### src/rtl/ppcd_pkg.sv
// ----------------------------------------------------------------------------
// Packed pattern cell decoder package
// Shared beat types, configuration type, decode phases and stream constants.
// ----------------------------------------------------------------------------
package ppcd_pkg;

   localparam int MAX_LINES       = 256;
   localparam int MAX_TRACK_COUNT = 64;
   localparam int CELL_BYTES      = 7;

   localparam int LINE_POS_W  = $clog2(MAX_LINES + 1);
   localparam int TRACK_POS_W = $clog2(MAX_TRACK_COUNT + 1);

   localparam logic [7:0] BYTE_REPEAT = 8'hFF;
   localparam logic [6:0] FULL_MASK   = 7'h7F;

   // Configuration register indexes.
   localparam logic [1:0] CSR_PACKED_MODE = 2'd0;
   localparam logic [1:0] CSR_LINES       = 2'd1;
   localparam logic [1:0] CSR_TRACKS      = 2'd2;

   typedef enum logic [1:0] {
      PH_HEAD             = 2'd0,
      PH_COUNT            = 2'd1,
      PH_HEAD_AFTER_COUNT = 2'd2,
      PH_GATHER           = 2'd3
   } phase_type;

   typedef struct packed {
      logic       packed_mode;
      logic [8:0] lines_in_pattern;
      logic [6:0] tracks_in_pattern;
   } cfg_type;

   typedef struct packed {
      logic [7:0] data_byte;
      logic       last_byte;
   } req_beat_type;

   typedef struct packed {
      logic [5:0] track_index;
      logic [7:0] first_line;
      logic [8:0] line_run;
      logic [6:0] column_mask;
      logic [7:0] col_0;
      logic [7:0] col_1;
      logic [7:0] col_2;
      logic [7:0] col_3;
      logic [7:0] col_4;
      logic [7:0] col_5;
      logic [7:0] col_6;
      logic       overrun;
   } rsp_beat_type;

endpackage

### src/rtl/packed_pattern_cell_decoder.sv
// ----------------------------------------------------------------------------
// Packed pattern cell decoder
// Turns a pattern byte stream into run-length cell writes on a track grid.
// ----------------------------------------------------------------------------
// The decoder takes one stream byte per clock on the req_ channel and gives at
// most one cell-write beat on the rsp_ channel for each byte, in stream order.
// A byte passes through an input register and then a single decode step that
// updates the stream state and loads the result register, so a result beat is
// presented from the result register; while the consumer keeps up, bytes can
// follow each other in every cycle; the single decode step sets that rate.
// While the consumer stalls, the result register holds one beat and the input
// register one more byte; the req_ side is then held off until the result beat
// is taken, even when the held byte would give no result. In packed mode a run
// is reported once with its line count, not line by line; there is no
// clearing pass after reset. The user writes configuration through the csr_
// port only while the decoder holds no byte and no result; this is unchecked.
// ----------------------------------------------------------------------------
module packed_pattern_cell_decoder (
   input  logic                   clock,
   input  logic                   reset,
   input  logic                   req_valid,
   output logic                   req_ready,
   input  ppcd_pkg::req_beat_type req_data,
   output logic                   rsp_valid,
   input  logic                   rsp_ready,
   output ppcd_pkg::rsp_beat_type rsp_data,
   input  logic                   csr_write_en,
   input  logic [1:0]             csr_index,
   input  logic [8:0]             csr_wdata
);

   // Configuration registers. Out-of-range values are clamped in the engine.
   logic       packed_mode_ff;
   logic [8:0] lines_ff;
   logic [6:0] tracks_ff;

   ppcd_pkg::cfg_type      cfg;
   logic                   in_valid;
   ppcd_pkg::req_beat_type in_beat;
   logic                   out_free;
   logic                   advance;
   logic                   res_valid;
   ppcd_pkg::rsp_beat_type res;

   always_ff @(posedge clock) begin
      if (reset) begin
         packed_mode_ff <= 1'b1;
         lines_ff       <= 9'd64;
         tracks_ff      <= 7'd8;
      end else if (csr_write_en) begin
         unique case (csr_index)
            ppcd_pkg::CSR_PACKED_MODE: packed_mode_ff <= csr_wdata[0];
            ppcd_pkg::CSR_LINES:       lines_ff       <= csr_wdata;
            ppcd_pkg::CSR_TRACKS:      tracks_ff      <= csr_wdata[6:0];
            default: begin
               // Writes to unused indexes are dropped.
            end
         endcase
      end
   end

   assign cfg.packed_mode       = packed_mode_ff;
   assign cfg.lines_in_pattern  = lines_ff;
   assign cfg.tracks_in_pattern = tracks_ff;

   // A held byte is decoded as soon as the result register can take its
   // outcome, whether or not that outcome is a result beat.
   assign advance = in_valid && out_free;

   ppcd_in_reg u_in_reg (
      .clock     (clock),
      .reset     (reset),
      .req_valid (req_valid),
      .req_ready (req_ready),
      .req_data  (req_data),
      .advance   (advance),
      .in_valid  (in_valid),
      .in_beat   (in_beat)
   );

   ppcd_engine u_engine (
      .clock     (clock),
      .reset     (reset),
      .step      (advance),
      .in_beat   (in_beat),
      .cfg       (cfg),
      .res_valid (res_valid),
      .res       (res)
   );

   ppcd_out_reg u_out_reg (
      .clock     (clock),
      .reset     (reset),
      .load      (advance),
      .res_valid (res_valid),
      .res       (res),
      .out_free  (out_free),
      .rsp_valid (rsp_valid),
      .rsp_ready (rsp_ready),
      .rsp_data  (rsp_data)
   );

`ifndef SYNTHESIS
   // A held byte is not dropped while the result side is stalled.
   a_hold_input: assert property (@(posedge clock) disable iff (reset)
      (in_valid && !advance) |=> in_valid)
      else $error("held input beat lost while stalled");

   // A decoded result always reaches the result register.
   a_result_loaded: assert property (@(posedge clock) disable iff (reset)
      (advance && res_valid) |=> rsp_valid)
      else $error("decoded result not presented");

   // A result beat leaves only when the consumer takes it.
   a_no_drop: assert property (@(posedge clock) disable iff (reset)
      ($fell(rsp_valid) && !$past(reset)) |-> $past(rsp_ready))
      else $error("result beat dropped without handshake");

   // Only an off-grid result carries an empty column mask.
   a_empty_mask: assert property (@(posedge clock) disable iff (reset)
      (rsp_valid && rsp_data.column_mask == '0) |-> rsp_data.overrun)
      else $error("empty column mask without overrun");
`endif

endmodule

### src/rtl/ppcd_in_reg.sv
// ----------------------------------------------------------------------------
// Packed pattern cell decoder input register
// Holds one accepted request beat until the decode engine takes it.
// ----------------------------------------------------------------------------
module ppcd_in_reg (
   input  logic                  clock,
   input  logic                  reset,
   input  logic                  req_valid,
   output logic                  req_ready,
   input  ppcd_pkg::req_beat_type req_data,
   input  logic                  advance,
   output logic                  in_valid,
   output ppcd_pkg::req_beat_type in_beat
);

   logic                   valid_ff;
   ppcd_pkg::req_beat_type beat_ff;

   assign req_ready = !valid_ff || advance;
   assign in_valid  = valid_ff;
   assign in_beat   = beat_ff;

   always_ff @(posedge clock) begin
      if (reset) begin
         valid_ff <= 1'b0;
      end else if (req_valid && req_ready) begin
         valid_ff <= 1'b1;
      end else if (advance) begin
         valid_ff <= 1'b0;
      end
   end

   always_ff @(posedge clock) begin
      if (req_valid && req_ready) begin
         beat_ff <= req_data;
      end
   end

endmodule

### src/rtl/ppcd_engine.sv
// ----------------------------------------------------------------------------
// Packed pattern cell decoder engine
// Stream state registers and the combinational decode step for one byte.
// ----------------------------------------------------------------------------
module ppcd_engine (
   input  logic                   clock,
   input  logic                   reset,
   input  logic                   step,
   input  ppcd_pkg::req_beat_type in_beat,
   input  ppcd_pkg::cfg_type      cfg,
   output logic                   res_valid,
   output ppcd_pkg::rsp_beat_type res
);

   localparam int LW = ppcd_pkg::LINE_POS_W;
   localparam int TW = ppcd_pkg::TRACK_POS_W;

   // Lowest set mask bit at or above the start slot; seven when none is left.
   function automatic logic [3:0] next_bit(logic [6:0] mask, logic [3:0] from);
      logic [3:0] hit;
      hit = 4'd7;
      for (int k = 6; k >= 0; k--) begin
         if (mask[k] && (4'(k) >= from)) begin
            hit = 4'(k);
         end
      end
      return hit;
   endfunction

   ppcd_pkg::phase_type phase_ff, phase_in;
   logic [8:0]          repeat_ff, repeat_in;
   logic [6:0]          mask_ff, mask_in;
   logic [7:0]          gather_ff [ppcd_pkg::CELL_BYTES];
   logic [7:0]          gather_in [ppcd_pkg::CELL_BYTES];
   logic [2:0]          slot_ff;
   logic [3:0]          slot_in;
   logic [LW-1:0]       line_ff, line_in;
   logic [TW-1:0]       track_ff, track_in;

   logic [LW-1:0] eff_lines;
   logic [TW-1:0] eff_tracks;
   logic [7:0]    b;

   logic          do_run;
   logic          run_write;
   logic [8:0]    run_len;
   logic [6:0]    run_mask;
   logic [LW-1:0] left;
   logic [8:0]    run;
   logic          ovf;

   always_comb begin
      if (cfg.lines_in_pattern == '0) begin
         eff_lines = LW'(1);
      end else if (32'(cfg.lines_in_pattern) > ppcd_pkg::MAX_LINES) begin
         eff_lines = LW'(ppcd_pkg::MAX_LINES);
      end else begin
         eff_lines = LW'(cfg.lines_in_pattern);
      end
      if (cfg.tracks_in_pattern == '0) begin
         eff_tracks = TW'(1);
      end else if (32'(cfg.tracks_in_pattern) > ppcd_pkg::MAX_TRACK_COUNT) begin
         eff_tracks = TW'(ppcd_pkg::MAX_TRACK_COUNT);
      end else begin
         eff_tracks = TW'(cfg.tracks_in_pattern);
      end
   end

   assign b = in_beat.data_byte;

   always_comb begin
      phase_in  = phase_ff;
      repeat_in = repeat_ff;
      mask_in   = mask_ff;
      gather_in = gather_ff;
      slot_in   = {1'b0, slot_ff};
      line_in   = line_ff;
      track_in  = track_ff;
      do_run    = 1'b0;
      run_write = 1'b0;
      run_len   = repeat_ff;
      run_mask  = '0;
      left      = '0;
      run       = '0;
      ovf       = 1'b0;
      res_valid = 1'b0;
      res       = '0;

      if (cfg.packed_mode) begin
         unique case (phase_ff)
            ppcd_pkg::PH_COUNT: begin
               repeat_in = {1'b0, b} + 9'd1;
               phase_in  = ppcd_pkg::PH_HEAD_AFTER_COUNT;
            end
            ppcd_pkg::PH_HEAD, ppcd_pkg::PH_HEAD_AFTER_COUNT: begin
               if (phase_ff == ppcd_pkg::PH_HEAD) begin
                  repeat_in = 9'd1;
               end
               if (phase_ff == ppcd_pkg::PH_HEAD && b == ppcd_pkg::BYTE_REPEAT) begin
                  phase_in = ppcd_pkg::PH_COUNT;
               end else begin
                  for (int k = 0; k < ppcd_pkg::CELL_BYTES; k++) begin
                     gather_in[k] = '0;
                  end
                  if (!b[7]) begin
                     // A plain head byte is column 0 of a full cell.
                     mask_in      = ppcd_pkg::FULL_MASK;
                     gather_in[0] = b;
                     slot_in      = 4'd1;
                     phase_in     = ppcd_pkg::PH_GATHER;
                  end else begin
                     mask_in = b[6:0];
                     if (b[6:0] == '0) begin
                        do_run    = 1'b1;
                        run_len   = repeat_in;
                        phase_in  = ppcd_pkg::PH_HEAD;
                        repeat_in = 9'd1;
                     end else begin
                        slot_in  = next_bit(b[6:0], 4'd0);
                        phase_in = ppcd_pkg::PH_GATHER;
                     end
                  end
               end
            end
            ppcd_pkg::PH_GATHER: begin
               if (slot_in < 4'd7) begin
                  gather_in[slot_in[2:0]] = b;
               end
               slot_in = next_bit(mask_ff, slot_in + 4'd1);
               if (slot_in >= 4'd7) begin
                  do_run    = 1'b1;
                  run_write = 1'b1;
                  run_len   = repeat_ff;
                  run_mask  = mask_ff;
                  phase_in  = ppcd_pkg::PH_HEAD;
                  repeat_in = 9'd1;
                  slot_in   = 4'd0;
               end
            end
            default: begin
               phase_in = ppcd_pkg::PH_HEAD;
            end
         endcase

         if (do_run) begin
            // A line position left past a lowered line count moves on first.
            if (track_in < eff_tracks && line_in >= eff_lines) begin
               line_in  = '0;
               track_in = track_in + TW'(1);
            end
            if (track_in >= eff_tracks) begin
               if (run_write) begin
                  res_valid    = 1'b1;
                  res.line_run = run_len;
                  res.overrun  = 1'b1;
               end
            end else begin
               left = eff_lines - line_in;
               if (LW'(run_len) > left) begin
                  run = 9'(left);
                  ovf = 1'b1;
               end else begin
                  run = run_len;
               end
               if (run_write) begin
                  res_valid       = 1'b1;
                  res.track_index = track_in[5:0];
                  res.first_line  = line_in[7:0];
                  res.line_run    = run;
                  res.column_mask = run_mask;
                  res.col_0       = gather_in[0] & {8{run_mask[0]}};
                  res.col_1       = gather_in[1] & {8{run_mask[1]}};
                  res.col_2       = gather_in[2] & {8{run_mask[2]}};
                  res.col_3       = gather_in[3] & {8{run_mask[3]}};
                  res.col_4       = gather_in[4] & {8{run_mask[4]}};
                  res.col_5       = gather_in[5] & {8{run_mask[5]}};
                  res.col_6       = gather_in[6] & {8{run_mask[6]}};
                  res.overrun     = ovf;
               end
               line_in = line_in + LW'(run);
               if (line_in >= eff_lines) begin
                  line_in  = '0;
                  track_in = track_in + TW'(1);
               end
            end
         end
      end else begin
         if (slot_in < 4'd7) begin
            gather_in[slot_in[2:0]] = b;
         end
         slot_in = slot_in + 4'd1;
         if (slot_in >= 4'd7) begin
            slot_in   = 4'd0;
            res_valid = 1'b1;
            if (track_in >= eff_tracks) begin
               track_in = '0;
               line_in  = line_in + LW'(1);
            end
            if (line_in >= eff_lines) begin
               line_in      = eff_lines;
               res.line_run = 9'd1;
               res.overrun  = 1'b1;
            end else begin
               res.track_index = track_in[5:0];
               res.first_line  = line_in[7:0];
               res.line_run    = 9'd1;
               res.column_mask = ppcd_pkg::FULL_MASK;
               res.col_0       = gather_in[0];
               res.col_1       = gather_in[1];
               res.col_2       = gather_in[2];
               res.col_3       = gather_in[3];
               res.col_4       = gather_in[4];
               res.col_5       = gather_in[5];
               res.col_6       = gather_in[6];
               track_in = track_in + TW'(1);
               if (track_in >= eff_tracks) begin
                  track_in = '0;
                  line_in  = line_in + LW'(1);
               end
            end
         end
      end
   end

   always_ff @(posedge clock) begin
      if (reset || (step && in_beat.last_byte)) begin
         phase_ff  <= ppcd_pkg::PH_HEAD;
         repeat_ff <= 9'd1;
         mask_ff   <= '0;
         for (int k = 0; k < ppcd_pkg::CELL_BYTES; k++) begin
            gather_ff[k] <= '0;
         end
         slot_ff   <= '0;
         line_ff   <= '0;
         track_ff  <= '0;
      end else if (step) begin
         phase_ff  <= phase_in;
         repeat_ff <= repeat_in;
         mask_ff   <= mask_in;
         gather_ff <= gather_in;
         slot_ff   <= slot_in[2:0];
         line_ff   <= line_in;
         track_ff  <= track_in;
      end
   end

endmodule

### src/rtl/ppcd_out_reg.sv
// ----------------------------------------------------------------------------
// Packed pattern cell decoder result register
// Holds one result beat until the consumer takes it.
// ----------------------------------------------------------------------------
module ppcd_out_reg (
   input  logic                   clock,
   input  logic                   reset,
   input  logic                   load,
   input  logic                   res_valid,
   input  ppcd_pkg::rsp_beat_type res,
   output logic                   out_free,
   output logic                   rsp_valid,
   input  logic                   rsp_ready,
   output ppcd_pkg::rsp_beat_type rsp_data
);

   logic                   valid_ff;
   ppcd_pkg::rsp_beat_type beat_ff;

   assign out_free  = !valid_ff || rsp_ready;
   assign rsp_valid = valid_ff;
   assign rsp_data  = beat_ff;

   always_ff @(posedge clock) begin
      if (reset) begin
         valid_ff <= 1'b0;
      end else if (load) begin
         valid_ff <= res_valid;
      end else if (rsp_ready) begin
         valid_ff <= 1'b0;
      end
   end

   always_ff @(posedge clock) begin
      if (load && res_valid) begin
         beat_ff <= res;
      end
   end

endmodule

### config.mk
export PLATFORM = sky130hd
export DESIGN_NAME = packed_pattern_cell_decoder
export DESIGN_NICKNAME = d
export VERILOG_FILES = /design/src/rtl/ppcd_pkg.sv /design/src/rtl/packed_pattern_cell_decoder.sv /design/src/rtl/ppcd_in_reg.sv /design/src/rtl/ppcd_engine.sv /design/src/rtl/ppcd_out_reg.sv
export SDC_FILE = /design/constraint.sdc
export NUM_CORES = 1
export LEC_CHECK = 0
export BUFFER_PORTS_ARGS = -buffer_cell sky130_fd_sc_hd__buf_2
export CAP_MARGIN = 5
export CORE_AREA = 2 2 138 241
export DETAILED_ROUTE_END_ITERATION = 10
export DIE_AREA = 0 0 140 243
export HOLD_SLACK_MARGIN = 0.02
export SYNTH_ARGS = -nofsm -noshare
export SYNTH_HDL_FRONTEND = slang
export SYNTH_SLANG_ARGS = --single-unit
### constraint.sdc
create_clock -name clock -period 9.2 [get_ports clock]
set_clock_uncertainty 0.15 [all_clocks]
set_input_delay 0.46 -clock clock [delete_from_list [all_inputs] [get_ports clock]]
set_output_delay 0.46 -clock clock [all_outputs]
set_load 0.05 [all_outputs]
==> Word level (Yosys, flattened, before mapping) <==
Cells that the tools add are included.
{ "totals": {"reg_bits": 208, "in_bits": 25} }
{ "op_classes": {"muxes": 115, "reduce_logical": 35, "bitwise": 9, "n_lt_le_gt_ge": 22, "n_eq_ne": 11, "addsub": 9} }
{ "op_table": {"columns": ["cell", "n"], "rows": [
  ["87-bit 2-to-1 mux", 4],
  ["9-bit 2-to-1 mux", 31],
  ["56-bit 2-to-1 mux", 4],
  ["7-bit 2-to-1 mux", 20],
  ["63-bit 2-to-1 mux", 2],
  ["56-bit case mux with 2 select lines", 1],
  ["8-bit AND", 7],
  ["56-bit bitwise mux", 1],
  ["3-bit 2-to-1 mux", 14],
  ["14-bit 2-to-1 mux", 2],
  ["9-bit >= comparator", 3],
  ["9-bit case mux with 3 select lines", 1],
  ["8-bit demux with 3-bit select", 1],
  ["7-bit by 1-bit adder with 7-bit output (second input constant)", 3],
  ["7-bit >= comparator", 3],
  ["1-bit 2-to-1 mux", 20],
  ["9-bit by 1-bit adder with 9-bit output (second input constant)", 2],
  ["2-bit 2-to-1 mux", 8],
  ["1-bit logical AND", 14],
  ["7-bit zero test", 2],
  ["3-bit by 4-bit >= comparator with 1-bit output (first input constant)", 3],
  ["8-bit by 1-bit adder with 9-bit output (second input constant)", 1],
  ["9-bit adder", 1],
  ["9-bit > comparator", 1],
  ["34 further kinds", 52]
]} }

==> Longest topological paths before layout <==
{ "logic_depth": {"ltp_word": 30, "mapped_depth": 43} }

==> By module <==
A second synthesis with hierarchy kept.
{ "hier_totals": {"hier_cells": 1553, "area_unflattened_um2": 13274.0} }
{ "by_module_without_submodules": {"columns": ["module", "cells_each", "seq_area_each_um2", "instances", "area_each_um2"], "rows": [
  ["ppcd_engine", 1374, 1861.8, 1, 9530.4],
  ["ppcd_out_reg", 92, 2632.5, 1, 2672.6],
  ["packed_pattern_cell_decoder", 73, 340.3, 1, 745.7],
  ["ppcd_in_reg", 14, 290.3, 1, 325.3]
]} }

==> Least setup slack after synthesis <==
No wires, ideal clock.
{ "synth_timing": {"path_type": "reg-to-reg", "startpoint": "register lines_ff[8]", "endpoint": "register u_engine.track_ff[5]", "setup_slack_ns": 1.051, "setup_ns": 0.122, "t_arrival_ns": 7.878, "period_less_slack_ns": 8.149, "path_stages_with_launch": 42, "n_path_buf": 4, "required_time_ns": 8.928, "cell_sequence": "dfxtp_1 clkbuf_1 clkinv_1 nand2_1 ha_1 a211o_1 a31oi_1 o211ai_1 nand2_1 buf_2 nand2_1 inv_1 ha_1 fa_1 nor2b_1 o2111ai_1 a311o_1 nand4_1 [... 6 more ...] mux2i_1 ha_1 inv_1 fa_1 nor2b_1 o31a_1 o21ai_0 a21boi_0 ha_1 a21o_1 a21oi_1 o21ai_0 a31oi_1 clkbuf_1 nor3_1 a31o_1 a32oi_1 a21oi_1"} }
{ "synth_between": {"elab_chain_len": 20} }
{ "synth_rtl": {"columns": ["element", "line_no", "source"], "rows": [
  ["start: declaration", "packed_pattern_cell_decoder.sv:34", "logic [8:0] lines_ff;"],
  ["start signal: assignment", "packed_pattern_cell_decoder.sv:53", "ppcd_pkg::CSR_LINES: lines_ff <= csr_wdata;"],
  ["9-bit > comparator", "ppcd_engine.sv:55", "end else if (32'(cfg.lines_in_pattern) > ppcd_pkg::MAX_LINES) begin"],
  ["9-bit 2-to-1 mux", "ppcd_engine.sv:55", null],
  ["9-bit 2-to-1 mux (*)", "ppcd_engine.sv:53", "if (cfg.lines_in_pattern == '0) begin"],
  ["9-bit >= comparator", "ppcd_engine.sv:147", "if (track_in < eff_tracks && line_in >= eff_lines) begin"],
  ["1-bit logical AND", "ppcd_engine.sv:147", null],
  ["9-bit 2-to-1 mux", "ppcd_engine.sv:147", null],
  ["9-bit 2-to-1 mux", "ppcd_engine.sv:145", "if (do_run) begin"],
  ["9-bit 2-to-1 mux", "ppcd_engine.sv:89", "if (cfg.packed_mode) begin"],
  ["[... 4 more ...]", null, null],
  ["9-bit 2-to-1 mux", "ppcd_engine.sv:145", null],
  ["9-bit 2-to-1 mux", "ppcd_engine.sv:89", null],
  ["9-bit adder", "ppcd_engine.sv:180", "line_in = line_in + LW'(run);"],
  ["9-bit >= comparator", "ppcd_engine.sv:181", "if (line_in >= eff_lines) begin"],
  ["7-bit 2-to-1 mux", "ppcd_engine.sv:181", null],
  ["7-bit 2-to-1 mux", "ppcd_engine.sv:151", "if (track_in >= eff_tracks) begin"],
  ["7-bit 2-to-1 mux", "ppcd_engine.sv:145", null],
  ["7-bit 2-to-1 mux (*)", "ppcd_engine.sv:89", null],
  ["end signal: assignment", "ppcd_engine.sv:243", "track_ff <= track_in;"],
  ["end: declaration", "ppcd_engine.sv:38", "logic [TW-1:0] track_ff, track_in;"]
]} }
Every way passes the cells marked *; elsewhere a longest branch is shown, timed or not. The select of a mux whose other input is x is not followed.
A chain may end at the register's enable or synchronous reset.

==> Final worst setup path <==
{ "layout_timing": {"startpoint": "register lines_ff[4]", "endpoint": "register u_engine.line_ff[4]"} }
{ "layout_between": {"elab_chain_len": 20} }
{ "layout_rtl": {"columns": ["element", "line_no", "source"], "rows": [
  ["9-bit > comparator", "ppcd_engine.sv:55", null],
  ["9-bit 2-to-1 mux", "ppcd_engine.sv:55", null],
  ["9-bit 2-to-1 mux (*)", "ppcd_engine.sv:53", null],
  ["9-bit >= comparator", "ppcd_engine.sv:147", null],
  ["1-bit logical AND", "ppcd_engine.sv:147", null],
  ["9-bit 2-to-1 mux", "ppcd_engine.sv:147", null],
  ["9-bit 2-to-1 mux", "ppcd_engine.sv:145", null],
  ["9-bit 2-to-1 mux", "ppcd_engine.sv:89", null],
  ["[... 4 more ...]", null, null],
  ["9-bit 2-to-1 mux", "ppcd_engine.sv:145", null],
  ["9-bit 2-to-1 mux", "ppcd_engine.sv:89", null],
  ["9-bit adder", "ppcd_engine.sv:180", null],
  ["9-bit >= comparator", "ppcd_engine.sv:181", null],
  ["9-bit 2-to-1 mux", "ppcd_engine.sv:181", null],
  ["9-bit 2-to-1 mux", "ppcd_engine.sv:151", null],
  ["9-bit 2-to-1 mux", "ppcd_engine.sv:145", null],
  ["9-bit 2-to-1 mux (*)", "ppcd_engine.sv:89", null],
  ["end signal: assignment", "ppcd_engine.sv:242", "line_ff <= line_in;"],
  ["end: declaration", "ppcd_engine.sv:37", "logic [LW-1:0] line_ff, line_in;"]
]} }
Marked as above.

==> results.md <==
STA:
- The count of final hold-check violations is 0.
- The final worst-path cycle share is 94.0%.
- The maximum clock frequency is 0.116 GHz.
- The count of final max-slew check failures is 0.
- The max-slew headroom at the worst pin is 27.1%.
- The final critical-path required period is ~8600 ps.
- Setup repair after global routing left no endpoint under its margin.
- Setup violations remaining at the end of the flow were counted as 0.
- The measured slew at the worst slew-check pin is 1090 ps.
- After routing, the total negative slack on setup checks comes to 0 ps.

Min path:
- The worst min-delay path category is input port to flop.

Synthesis:
- The cell count after synthesis came out at approximately 1,400.
- The share of synthesized area occupied by flip-flops and latches is 40.3%.
- The post-synth net total is approximately 1,600.
- The warning count from the yosys run is 0.
- For this run, asynchronously set or reset flops after synthesis account for 0%.
- In this run, distinct cell masters in the synthesized netlist total 83.
- The dominant synthesized flop cell is sky130_fd_sc_hd__dfxtp_1.
- The number of enable flip-flop cells after synthesis is 96.
- Averaged over all synthesized cells, the footprint is 8.84 µm².
- The mapped cell area is 0.0127 mm².
- The cell type with the largest total area after synthesis is sky130_fd_sc_hd__edfxtp_1.
- Of the post-synthesis cell area, the dominant cell type holds 22.6%.
- By area the synthesized netlist is led by sky130_fd_sc_hd__edfxtp_1 (23%), sky130_fd_sc_hd__dfxtp_1 (18%), sky130_fd_sc_hd__ha_1 (8.5%), sky130_fd_sc_hd__nor2_1 (6.4%), sky130_fd_sc_hd__mux2i_1 (3.9%).
- The number of storage elements in the synthesis netlist is 208.

Clock tree:
- The clock tree from TritonCTS is done.
- The root buffer selected by CTS is sky130_fd_sc_hd__clkbuf_16.
- The clock latency reported for the late side of the worst-skew pair is roughly 530 ps.
- CTS built an H-tree with a depth of 1.
- Clock tree synthesis inserted a total of 22 buffers.
- The maximum clock path buffer count is 3.
- CTS saw 208 sinks.
- Clock-pin slew was measured on the worst setup and hold paths at 70 ps.

GRT:
- The first-pass GRT wire length is approximately 65,000 µm.
- The pin count of the biggest net entering global routing is between 70 and 80.
- The number of global-route vias before repair is about 12,000.
- The number of antenna violations at the first check in global routing was 0.
- The aggregate global-route resource usage is 24.4%.
- The total congestion overflow after global routing is 0.

Routing:
- For this run, design rule violations remaining after detail routing come to 4.
- The final route contains 11,500 vias.
- The post-detailed-routing wire length is 42,600 µm.
- The DRC marker count from the first detailed-route iteration is 754.
- The wire length per cell after detailed routing is 21.5 µm.
- In the routed layout, each cell is associated on average with a via count of approximately 5.8.
- The post-detailed-route count of antenna-violating nets is 0.
- The first detailed-routing pass ran for 8 iterations.

Critical path:
- The worst setup path is captured at a flop.
- The highest-delay cell along the critical path is sky130_fd_sc_hd__mux2_2.
- The endpoint of the lowest-slack register-to-register path is u_engine.line_ff[4]$_SDFFE_PP0P_.
- The cell depth of the worst flop-to-flop path is 39.
- The largest driver fanout on the critical path is 9.
- The data required time of the critical path is 9490 ps.
- The worst register-to-register path has a setup slack of 550 ps.
- The most prevalent standard cell on the critical path is sky130_fd_sc_hd__ha_1.
- The beginning of the critical path is lines_ff[4]$_SDFFE_PP0P_.
- Following the worst setup path forward leads to its endpoint at u_engine.line_ff[4]$_SDFFE_PP0P_.
- The data arrival time at the worst-slack endpoint is 8940 ps.
- The largest single stage delay on the critical path is 360 ps.
- By startpoint and endpoint, the worst setup path is classified as flop to flop.
- The startpoint of the most critical register-to-register path is lines_ff[4]$_SDFFE_PP0P_.
- The critical path startpoint category is a flop.

Cells and area:
- The number of antenna diodes in the final layout is 0.
- The fraction of final layout cells sized beyond drive strength 1 is between 10% and 20%.
- From synthesis to final layout, the design area changed by 16.1%.
- The library cell used most frequently in the layout, excluding fill and tap cells, is sky130_fd_sc_hd__nor2_1.
- In the layout the commonest cells are sky130_fd_sc_hd__nor2_1 (216), sky130_fd_sc_hd__buf_2 (113), sky130_fd_sc_hd__dfxtp_1 (112).
- The final-layout fill cell count is 3,065.
- The net count of the finished layout is 1,679.

Run status:
- The flow ran to the end, but the final reports show violations.
- The checks that failed: DRC.

Job:
- The number of maximum-capacitance constraint violations is 0.

Floorplanning:
- The die covers 0.0340 mm².
- The number of rows created at floorplan is 87.
- The initial standard-cell utilization of the core is 39.6%.
- The x dimension of the die is about 140 µm.
- The die span in y is 243 µm.
- After floorplanning, the core was sized to cover 0.0321 mm².
- The number of top-level pins is between 100 and 150.

Power and ir drop:
- The leakage power total is 5.80 nW.
- Dividing total power by cell area gives a power density of 150 mW/mm².
- The combinational share of power is between 10% and 20%.
- Sequential cells account for 44.8% of the total power.
- The cell internal power dissipation is between 1.5 and 2 mW.
- IR analysis of the VDD net gives a maximum drop of 0.120 mV.
- In this run switching power makes up roughly 28% of total power.
- The completed layout was analyzed and its total power is 2.21 mW.
- The total net switching power is 0.617 mW.
- The clock power share is 39.5%.

Placement:
- The count of buffers from port buffering is between 100 and 150.
- Summed over all nets, the half-perimeter wirelength after detailed placement is around 32,000 µm.
- Routability-driven placement finished with a final weighted congestion of 0.981.
==> routing by layer <==
| layer | vias to the layer above | part of all wire [%] | GRT usage [%] |
|---|---|---|---|
| li1 | 5484 | - | - |
| met1 | 5477 | 35 | 24.3 |
| met2 | 378 | 54 | 47.1 |
| met3 | 152 | 3.9 | 2.68 |
| met4 | 0 | 7.1 | 16.0 |
| met5 | - | 0 | 0 |
==> metrics by stage <==
stage | instance area [µm²] | cells | worst slack, ps | hold WS [ps] | utilization [%]
after floorplan | 12700 | 1440 | 1050 | 284 | -
after global placement | 13900 | 1930 | 656 | 299 | 43.4
after detailed placement | 13900 | 1930 | 442 | 305 | 43.4
after CTS | 14700 | 1981 | 407 | 22.2 | 45.9
after global routing | 14800 | 1982 | 2.71 | 51.3 | 46.0
final | 14800 | 1982 | 551 | 43.7 | 46.0
==> cell usage after synthesis (19+ instances only) <==
cell type and n:
sky130_fd_sc_hd__inv_1 79, sky130_fd_sc_hd__nor3_1 19, sky130_fd_sc_hd__mux2i_1 49, sky130_fd_sc_hd__xnor2_1 24, sky130_fd_sc_hd__edfxtp_1 96, sky130_fd_sc_hd__a21oi_1 95, sky130_fd_sc_hd__o21ai_0 57, sky130_fd_sc_hd__nor2_1 216
sky130_fd_sc_hd__a22oi_1 62, sky130_fd_sc_hd__dfxtp_1 112, sky130_fd_sc_hd__clkbuf_1 67, sky130_fd_sc_hd__ha_1 86, sky130_fd_sc_hd__nand3_1 39, sky130_fd_sc_hd__nand2_1 109
==> cells by family (layout without fill, tap and decap cells) <==
group / count (synthesis) / in the layout / synth area share [%]
mux: 57 / 57 / 4.56
simple gates: 483 / 483 / 17.3
compound gates: 404 / 404 / 21.5
flops: 208 / 208 / 40.3
buf+inv: 163 / 305 / 4.92
xor+xnor: 37 / 37 / 2.66
fa+ha+maj: 88 / 88 / 8.77
==> worst max-delay path, delay by kind of cell, from the launching register on <==
family | cells | cell delay (ps)
flip-flops | 1 | 320
multiplexers | 1 | 360
AO/OA/AOI/OAI | 19 | 3930
XOR/XNOR | 1 | 240
buffers and inverters | 5 | 790
AND/OR/NAND/NOR | 8 | 1370
adder cells (fa/ha/maj) | 5 | 1440
==> registers in the layout (all words and copies together) (netlist names) <==
| signal | cells |
|---|---|
| u_engine.gather_ff | 56 |
| u_engine.mask_ff | 7 |
| u_out_reg.rsp_data | 87 |
| u_engine.line_ff | 9 |
| u_in_reg.in_beat | 9 |
| packed_mode_ff | 1 |
| lines_ff | 9 |
| tracks_ff | 7 |
| u_engine.track_ff | 7 |
| u_out_reg.rsp_valid | 1 |
| u_engine.phase_ff | 2 |
| u_engine.repeat_ff | 9 |
| u_in_reg.in_valid | 1 |
| u_engine.slot_ff | 3 |
==> power groups by stage <==
stage / Clock (mW) / Combinational [mW] / Sequential, mW
final: 0.874 / 0.347 / 0.990
after detailed placement: 0 / 0.333 / 1.01
after global placement: 0 / 0.330 / 1.01
after floorplan: 0 / 0.221 / 1.01
after CTS: 0.899 / 0.338 / 0.990
after global routing: 0.930 / 0.377 / 0.992
==> final cells by class <==
type,count,area (µm²),area share (%)
clock buffers,30,614,4.16
clock inverters,10,86.3,0.584
inverters,81,309,2.09
multi-input cells,1069,7010,47.5
flip-flops and latches,208,5120,34.7
well taps,400,500,3.39
repair buffers,184,1130,7.62
==> worst min path at each step <==
stage                     slack, ps                                from                            endpoint  cells past startpoint
final                            40                        csr_wdata[8]            lines_ff[8]$_SDFFE_PP0P_                      3
after global routing             50                        csr_wdata[8]            lines_ff[8]$_SDFFE_PP0P_                      3
after detailed placement        300  u_engine.repeat_ff[0]$_SDFFE_PP1P_  u_engine.repeat_ff[0]$_SDFFE_PP1P_                      2
after CTS                        20                        csr_wdata[8]            lines_ff[8]$_SDFFE_PP0P_                      3
after floorplan                 280  u_engine.repeat_ff[4]$_SDFFE_PP0P_  u_engine.repeat_ff[4]$_SDFFE_PP0P_                      1
after global placement          300  u_engine.repeat_ff[0]$_SDFFE_PP1P_  u_engine.repeat_ff[0]$_SDFFE_PP1P_                      2
==> timing repair <==
action | in CTS | in global routing
hold buffers | 11 | 0
hold endpoints to repair | 11 | 0
endpoints found under the setup margin | 0 | 16
resized for setup | 0 | 7
buffers inserted | 0 | 1
No activity file was read; power rests on OpenSTA's default activity.
